--- config.mk ---
export PLATFORM = sky130hd
export DESIGN_NAME = branch_direction_predictor
export DESIGN_NICKNAME = d
export VERILOG_FILES = /design/src/rtl/core/bdp_pkg.sv /design/src/rtl/core/branch_direction_predictor.sv
export SDC_FILE = /design/constraint.sdc
export NUM_CORES = 2
export LEC_CHECK = 0
export ABC_AREA = 1
export BUFFER_PORTS_ARGS = -buffer_cell sky130_fd_sc_hd__buf_2
export CAP_MARGIN = 10
export CORE_MARGIN = 2
export CORE_UTILIZATION = 28
export CTS_BUF_LIST = sky130_fd_sc_hd__clkbuf_8
export CTS_CLUSTER_SIZE = 24
export DETAILED_ROUTE_END_ITERATION = 16
export SETUP_SLACK_MARGIN = 0.02
export SLEW_MARGIN = 20
export SYNTH_ARGS = -nofsm -noshare
export SYNTH_HDL_FRONTEND = slang
export SYNTH_SLANG_ARGS = --single-unit
--- constraint.sdc ---
create_clock -name clk -period 38.4 [get_ports clk]
set_input_delay 9.6 -clock clk [delete_from_list [all_inputs] [get_ports clk]]
set_output_delay 9.6 -clock clk [all_outputs]
set_load 0.01 [all_outputs]
--- src/rtl/core/bdp_pkg.sv ---
`default_nettype none

package bdp_pkg;

    // Item field widths
    localparam int PC_W     = 32;
    localparam int OFF_W    = 13;
    localparam int CTR_W    = 2;
    localparam int COUNT_W  = 32;
    localparam int MODE_W   = 2;

    // Stream word widths, padded to whole bytes
    localparam int S_DATA_W = 48;
    localparam int M_DATA_W = 104;

    // Output word bit positions
    localparam int M_PRED_BIT    = 32;
    localparam int M_ACT_BIT     = 33;
    localparam int M_CORR_BIT    = 34;
    localparam int M_CTR_LSB     = 35;
    localparam int M_TOTAL_LSB   = 37;
    localparam int M_CORRECT_LSB = 69;

    // Fall-through step of a not-taken branch
    localparam logic [PC_W-1:0] FALL_STEP = PC_W'(4);

    typedef logic [PC_W-1:0]    pc_t;
    typedef logic [OFF_W-1:0]   off_t;
    typedef logic [CTR_W-1:0]   ctr_t;
    typedef logic [COUNT_W-1:0] count_t;
    typedef logic [MODE_W-1:0]  mode_t;

    // Predictor modes
    localparam mode_t MODE_ALWAYS_TAKEN = 2'd0;
    localparam mode_t MODE_ALWAYS_NOT   = 2'd1;
    localparam mode_t MODE_ONE_BIT      = 2'd2;
    localparam mode_t MODE_TWO_BIT      = 2'd3;

    // Counter states
    localparam ctr_t CTR_STRONG_NT = 2'd0;
    localparam ctr_t CTR_STRONG_T  = 2'd3;

endpackage

`default_nettype wire

--- src/rtl/core/branch_direction_predictor.sv ---
`default_nettype none

// Channel   Dir  Handshake          Payload
// -------   ---  ---------          -------
// s_*       in   s_tvalid/s_tready  tdata: instr_pc, branch_offset; tuser: is_cond_branch
// m_*       out  m_tvalid/m_tready  tdata: resolved_pc .. correct_count
// cfg_*     in   cfg_we             cfg_wdata: predictor_mode
//
// One instruction word per cycle sustained, outside the sweep and stalls. A word
// waits in the input register (counter table read lands there), then resolves the pending
// branch in one pass of compare/update logic into the result register.
// The table has a single write port shared by the update and the clear sweep.
// After reset the whole table is swept to zero, entry by entry; s_tready
// stays low during the sweep. A stall on m_tready holds the result word and
// backs up into s_tready only when a branch is waiting to be resolved.
// A change of predictor_mode takes a reset to start from a clean table.
module branch_direction_predictor
    import bdp_pkg::*;
#(
    // Power of two
    parameter int TABLE_ENTRIES = 1024
)
(
    input  wire                 clk,
    input  wire                 rst_n,

    input  wire                 cfg_we,
    input  wire  [MODE_W-1:0]   cfg_wdata,      // predictor_mode

    input  wire                 s_tvalid,
    output logic                s_tready,
    // [31:0] instr_pc, [44:32] branch_offset, [47:45] zero
    input  wire  [S_DATA_W-1:0] s_tdata,
    // [0] is_cond_branch
    input  wire                 s_tuser,

    output logic                m_tvalid,
    input  wire                 m_tready,
    // [31:0] resolved_pc, [32] predicted_taken, [33] actual_taken,
    // [34] was_correct, [36:35] counter_state, [68:37] total_count,
    // [100:69] correct_count, [103:101] zero
    output logic [M_DATA_W-1:0] m_tdata
);

    localparam int IDX_W = $clog2(TABLE_ENTRIES);

    // Counter table, one 2-bit counter per entry
    ctr_t mem [0:TABLE_ENTRIES-1];

    // Clear sweep after reset
    logic             clr_reg;
    logic [IDX_W-1:0] clr_idx_reg;

    mode_t            mode_reg;

    // Input register
    logic             in_valid_reg;
    pc_t              in_pc_reg;
    logic             in_br_reg;
    off_t             in_off_reg;
    ctr_t             in_ctr_reg;

    // Branch waiting for its successor
    logic             pend_valid_reg;
    pc_t              pend_pc_reg;
    off_t             pend_off_reg;
    ctr_t             pend_ctr_reg;

    count_t           total_reg;
    count_t           correct_reg;

    // Result register
    logic             m_valid_reg;
    pc_t              out_pc_reg;
    logic             out_pred_reg;
    logic             out_act_reg;
    logic             out_corr_reg;
    ctr_t             out_ctr_reg;

    logic             s_accept;
    logic             advance;
    logic             emit;
    logic [IDX_W-1:0] rd_idx;
    logic [IDX_W-1:0] pend_idx;
    logic [IDX_W-1:0] in_idx;

    ctr_t             ctr_used;
    logic             pred;
    logic             correct;
    logic             actual;
    ctr_t             ctr_new;
    logic             upd_we;
    pc_t              target;
    pc_t              fall;

    logic             mem_we;
    logic [IDX_W-1:0] mem_widx;
    ctr_t             mem_wdata;

    count_t           total_next;
    count_t           correct_next;
    logic             m_valid_next;

    // ---------------------------------------------------------------
    // Handshake: advance the input register whenever the result slot
    // is free or the word in it carries no result.
    // ---------------------------------------------------------------
    assign advance  = in_valid_reg && (!pend_valid_reg || !m_valid_reg || m_tready);
    assign emit     = advance && pend_valid_reg;
    assign s_tready = !clr_reg && (!in_valid_reg || advance);
    assign s_accept = s_tvalid && s_tready;

    assign rd_idx   = s_tdata[IDX_W+1:2];
    assign pend_idx = pend_pc_reg[IDX_W+1:2];
    assign in_idx   = in_pc_reg[IDX_W+1:2];

    // ---------------------------------------------------------------
    // Resolve the pending branch against the PC now in the input register
    // ---------------------------------------------------------------
    always_comb
    begin
        case (mode_reg)
            MODE_ALWAYS_TAKEN: ctr_used = CTR_STRONG_T;
            MODE_ALWAYS_NOT:   ctr_used = CTR_STRONG_NT;
            default:           ctr_used = pend_ctr_reg;
        endcase
    end

    assign pred    = ctr_used[1];
    assign target  = pend_pc_reg + {{(PC_W-OFF_W){pend_off_reg[OFF_W-1]}}, pend_off_reg};
    assign fall    = pend_pc_reg + FALL_STEP;
    assign correct = pred ? (target == in_pc_reg) : (fall == in_pc_reg);
    assign actual  = pred ? correct : !correct;

    // Fixed modes leave the table untouched
    assign upd_we  = emit && (mode_reg == MODE_ONE_BIT || mode_reg == MODE_TWO_BIT);

    always_comb
    begin
        ctr_new = ctr_used;
        case (mode_reg)
            MODE_ONE_BIT:
            begin
                ctr_new = actual ? CTR_STRONG_T : CTR_STRONG_NT;
            end
            MODE_TWO_BIT:
            begin
                if (actual && ctr_used != CTR_STRONG_T)
                begin
                    ctr_new = ctr_used + 2'd1;
                end
                else if (!actual && ctr_used != CTR_STRONG_NT)
                begin
                    ctr_new = ctr_used - 2'd1;
                end
            end
            default:
            begin
                ctr_new = ctr_used;
            end
        endcase
    end

    assign total_next   = (&total_reg) ? total_reg : total_reg + 1'b1;
    assign correct_next = (correct && !(&correct_reg)) ? correct_reg + 1'b1 : correct_reg;

    // ---------------------------------------------------------------
    // Counter table: single write port, registered read at accept.
    // Forward a same-cycle update to the read; an update made as the
    // word moves on to the pending register is forwarded there too.
    // ---------------------------------------------------------------
    assign mem_we    = clr_reg || upd_we;
    assign mem_widx  = clr_reg ? clr_idx_reg : pend_idx;
    assign mem_wdata = clr_reg ? CTR_STRONG_NT : ctr_new;

    always_ff @(posedge clk)
    begin
        if (mem_we)
        begin
            mem[mem_widx] <= mem_wdata;
        end
        if (s_accept)
        begin
            if (upd_we && pend_idx == rd_idx)
            begin
                in_ctr_reg <= ctr_new;
            end
            else
            begin
                in_ctr_reg <= mem[rd_idx];
            end
        end
    end

    // Sweep the table to zero after reset
    always_ff @(posedge clk or negedge rst_n)
    begin
        if (!rst_n)
        begin
            clr_reg     <= 1'b1;
            clr_idx_reg <= '0;
        end
        else if (clr_reg)
        begin
            clr_idx_reg <= clr_idx_reg + 1'b1;
            if (&clr_idx_reg)
            begin
                clr_reg <= 1'b0;
            end
        end
    end

    always_ff @(posedge clk or negedge rst_n)
    begin
        if (!rst_n)
        begin
            mode_reg <= MODE_TWO_BIT;
        end
        else if (cfg_we)
        begin
            mode_reg <= cfg_wdata;
        end
    end

    // ---------------------------------------------------------------
    // Control state
    // ---------------------------------------------------------------
    assign m_valid_next = emit ? 1'b1 : (m_tready ? 1'b0 : m_valid_reg);

    always_ff @(posedge clk or negedge rst_n)
    begin
        if (!rst_n)
        begin
            in_valid_reg   <= 1'b0;
            pend_valid_reg <= 1'b0;
            m_valid_reg    <= 1'b0;
            total_reg      <= '0;
            correct_reg    <= '0;
        end
        else
        begin
            if (s_accept)
            begin
                in_valid_reg <= 1'b1;
            end
            else if (advance)
            begin
                in_valid_reg <= 1'b0;
            end
            if (advance)
            begin
                pend_valid_reg <= in_br_reg;
            end
            if (emit)
            begin
                total_reg   <= total_next;
                correct_reg <= correct_next;
            end
            m_valid_reg <= m_valid_next;
        end
    end

    // ---------------------------------------------------------------
    // Payload registers
    // ---------------------------------------------------------------
    always_ff @(posedge clk)
    begin
        if (s_accept)
        begin
            in_pc_reg  <= s_tdata[PC_W-1:0];
            in_off_reg <= s_tdata[PC_W+OFF_W-1:PC_W];
            in_br_reg  <= s_tuser;
        end
        // Non-branch words leave the pending payload alone
        if (advance && in_br_reg)
        begin
            pend_pc_reg  <= in_pc_reg;
            pend_off_reg <= in_off_reg;
            if (upd_we && pend_idx == in_idx)
            begin
                pend_ctr_reg <= ctr_new;
            end
            else
            begin
                pend_ctr_reg <= in_ctr_reg;
            end
        end
        if (emit)
        begin
            out_pc_reg   <= pend_pc_reg;
            out_pred_reg <= pred;
            out_act_reg  <= actual;
            out_corr_reg <= correct;
            out_ctr_reg  <= ctr_used;
        end
    end

    assign m_tvalid = m_valid_reg;
    assign m_tdata  = {3'b000, correct_reg, total_reg, out_ctr_reg,
                       out_corr_reg, out_act_reg, out_pred_reg, out_pc_reg};

endmodule

`default_nettype wire

==> out/metrics.csv <==
metric;value;unit
status;finished, final reports clean;
Core ar.;349000;um^2
hold buffer count at CTS;0;
Initial Utilization;0.281;
Reg with most FFs;mem;
grt met2 use;0.242;
Mapped Area;98300;um^2
Final min period;19.82;ns
count leader, synth;nor2_1;
Worst Tran Pin Value;1.10;ns
DP HPWL;149;mm
commonest cells in the netlist;nor2_1, edfxtp_1, o21ai_0;
worst rel slew slack;0.264;
Syn Inst Count;9193;
Post-Synth Simple-Gate Area;0.169;
PD cells;46.8;nW/um^2
Root Buffer;clkbuf_8;
largest family of logic cells by synthesized area;simple AND/OR/NAND/NOR gates;
cell area after layout;110000;um^2
buffer count from post-CTS setup fixing;0;
grt met3 use;0.0257;
Post-DP Area;104000;um^2
nets;9273;
Vias;70195;
Yosys top cell area share;0.666;
TritonCTS clock tree;done;
critical path type;primary input to output pin;
DR WL/cell;20.1;um
initial drt markers;7643;
final slew viol count;0;
grt met1 use;0.213;
post-synthesis compound-gate area fraction;0.0935;
Post-synth ARST share;0.0354;
via density per instance;5.00;
Seq/Total Area, Yosys;0.686;
startpoint types;primary input;
Total GRT Usage;0.153;
Pre-antenna DRT Iters;6;
worst-case clock skew;0.111;ns
CTS H-tree lvls;5;
TritonCTS Buffers;359;
number of routed nets with antenna violations;0;
die area;356000;um^2
EDFF count, synth;2179;
Final Hold Vio Count;0;
Die X;597;um
clk_lat worst skew;1.02;ns
busiest grt layer;met2;
worst hold path class;flop to flop;
FF+latch count, synth;2259;
Post-Synth XOR/XNOR Area;0.00846;
Max VDD drop;28.3;uV
CP required;28.80;ns
Syn Area/Cell;10.7;um^2
number of instances resized during post-cts repair;0;
Synth cell types;51;
unrepaired setup endpoints after global routing;false;
CP max FO;3;
global-route wire length before repair;418;mm
Synth Area in Adders;0.00466;
layout cell share with drive strength beyond 1;0.0822;
io pins;162;
kind of end point of the critical path;output pin;
fmax;50.5;MHz
total chip power;0.00515;W
clk sinks;2259;
Worst-path clk slew;0.06;ns
Synthesis Warnings;0;
Critical Path AT;10.22;ns
clk buf depth;4;
Die Span Y;597;um
max_cap viols;0;
Main synth FF type;edfxtp_1;
vias in the first global route;67080;
max reg flops;2048;
largest area contributor in the netlist;edfxtp_1;
post-synthesis mux area share;0;
gpl congestion;0.875;
Final period util;0.516;
Final Setup Violations;0;
WL final;282;mm
DRC;0;
sum of negative setup slack;0;ns
# rows;217;
IO Port Bufs;155;
Synth area leaders;edfxtp_1, nor2_1, o21ai_0, nand2_1, o22ai_1;
initial antenna violation count;4;
largest net degree at the start of global routing;190;
Pleak;36.6;nW
area grow syn2layout;11.9;%
gr ovfl total;0;
critical path: stages:
cell and delay, ns:
buf_2 0.10, inv_1 0.08, nand4_1 0.11, nand2_1 0.14
inv_1 0.05, buf_2 0.13
metal layers:
layer | routed length [um] | vias to the layer above
met2 | 127000 | 2899
met1 | 123000 | 34499
met3 | 23500 | 519
met4 | 8570 | 0
met5 | 0 | -
li1 | - | 32278
cell usage in the layout (no fill, tap or decap), types with 3 or more instances in the layout:
cell        Yosys  layout
nor2_1       2313    2310
edfxtp_1     2179    2179
o21ai_0      1108    1108
nand2_1      1103    1069
nand3_1       567     567
o22ai_1       540     540
inv_1         321     436
clkbuf_8        0     370
buf_2          41     149
buf_4           7     110
clkinv_1        4      80
dfrtp_1        77      77
xor2_1         70      70
nor3_1         43      43
nand4_1        38      38
ha_1           35      35
clkinv_2        1      29
a21oi_1        28      28
nand2_4         0      28
xnor2_1        25      25
nand3b_1       22      22
nand2_2         7      13
nor4_1         13      13
clkinvlp_4      0      11
buf_12          0      11
diode_2         0       7
bufinv_16       0       7
nor2_2          5       6
inv_8           0       5
inv_6           0       5
nor3_2          4       4
nor2_4          2       4
and2_1          4       4
inv_2           3       3
o211ai_1        3       3
a221oi_1        3       3
conb_1          1       3
dfstp_2         3       3
buf_8           0       3
power breakdown:
part	switching, W	internal, W	leakage, nW
clock	0.000951	0.000938	3.67
combinational	0.000342	0.0000990	12.3
sequential	0.0000139	0.00280	20.7
cell families (layout without fill, tap and decap cells):
logic type               count (synthesis)  count (layout)
XOR/XNOR                                95              95
flip-flops                            2259            2259
other                                    1              10
adder cells (fa/ha/maj)                 36              36
AO/OA/AOI/OAI                         1693            1693
AND/OR/NAND/NOR                       4130            4130
buffers and inverters                  979            1224
cell type report:
type | count | area (um^2)
multi-input cells | 5957 | 27400
diodes | 7 | 17.5
fillers | 35478 | 239000
clock inverters | 250 | 1260
clock buffers | 370 | 5090
repair buffers | 274 | 1850
flip-flops and latches | 2259 | 67400
inverters | 330 | 1270
well taps | 4599 | 5750
final timing paths:
kind	start	end	slack, ns	cells after the start
min	in_off_reg[6]	pend_off_reg[6]	0.42	0
min in group asynchronous	rst_n	total_reg[30]	8.61	1
max	m_tready	s_tready	18.58	6
max in group asynchronous	rst_n	correct_reg[23]	28.75	2
min reg2reg	in_off_reg[6]	pend_off_reg[6]	0.42	0
max reg2reg	pend_off_reg[12]	mem[949][0]	31.24	24
through the flow:
step           std cells  hold WS [ns]  setup slack, ns   util
2_1_floorplan       9195         0.400            15.10      -
3_3_place_gp       13419         0.403            18.60  0.297
3_5_place_dp       13419         0.405            18.59  0.297
4_1_cts            14039         0.422            18.59  0.315
5_1_grt            14040         0.436            18.51  0.315
6_report           14046         0.419            18.58  0.315
No activity file was read; power rests on OpenSTA's default activity.
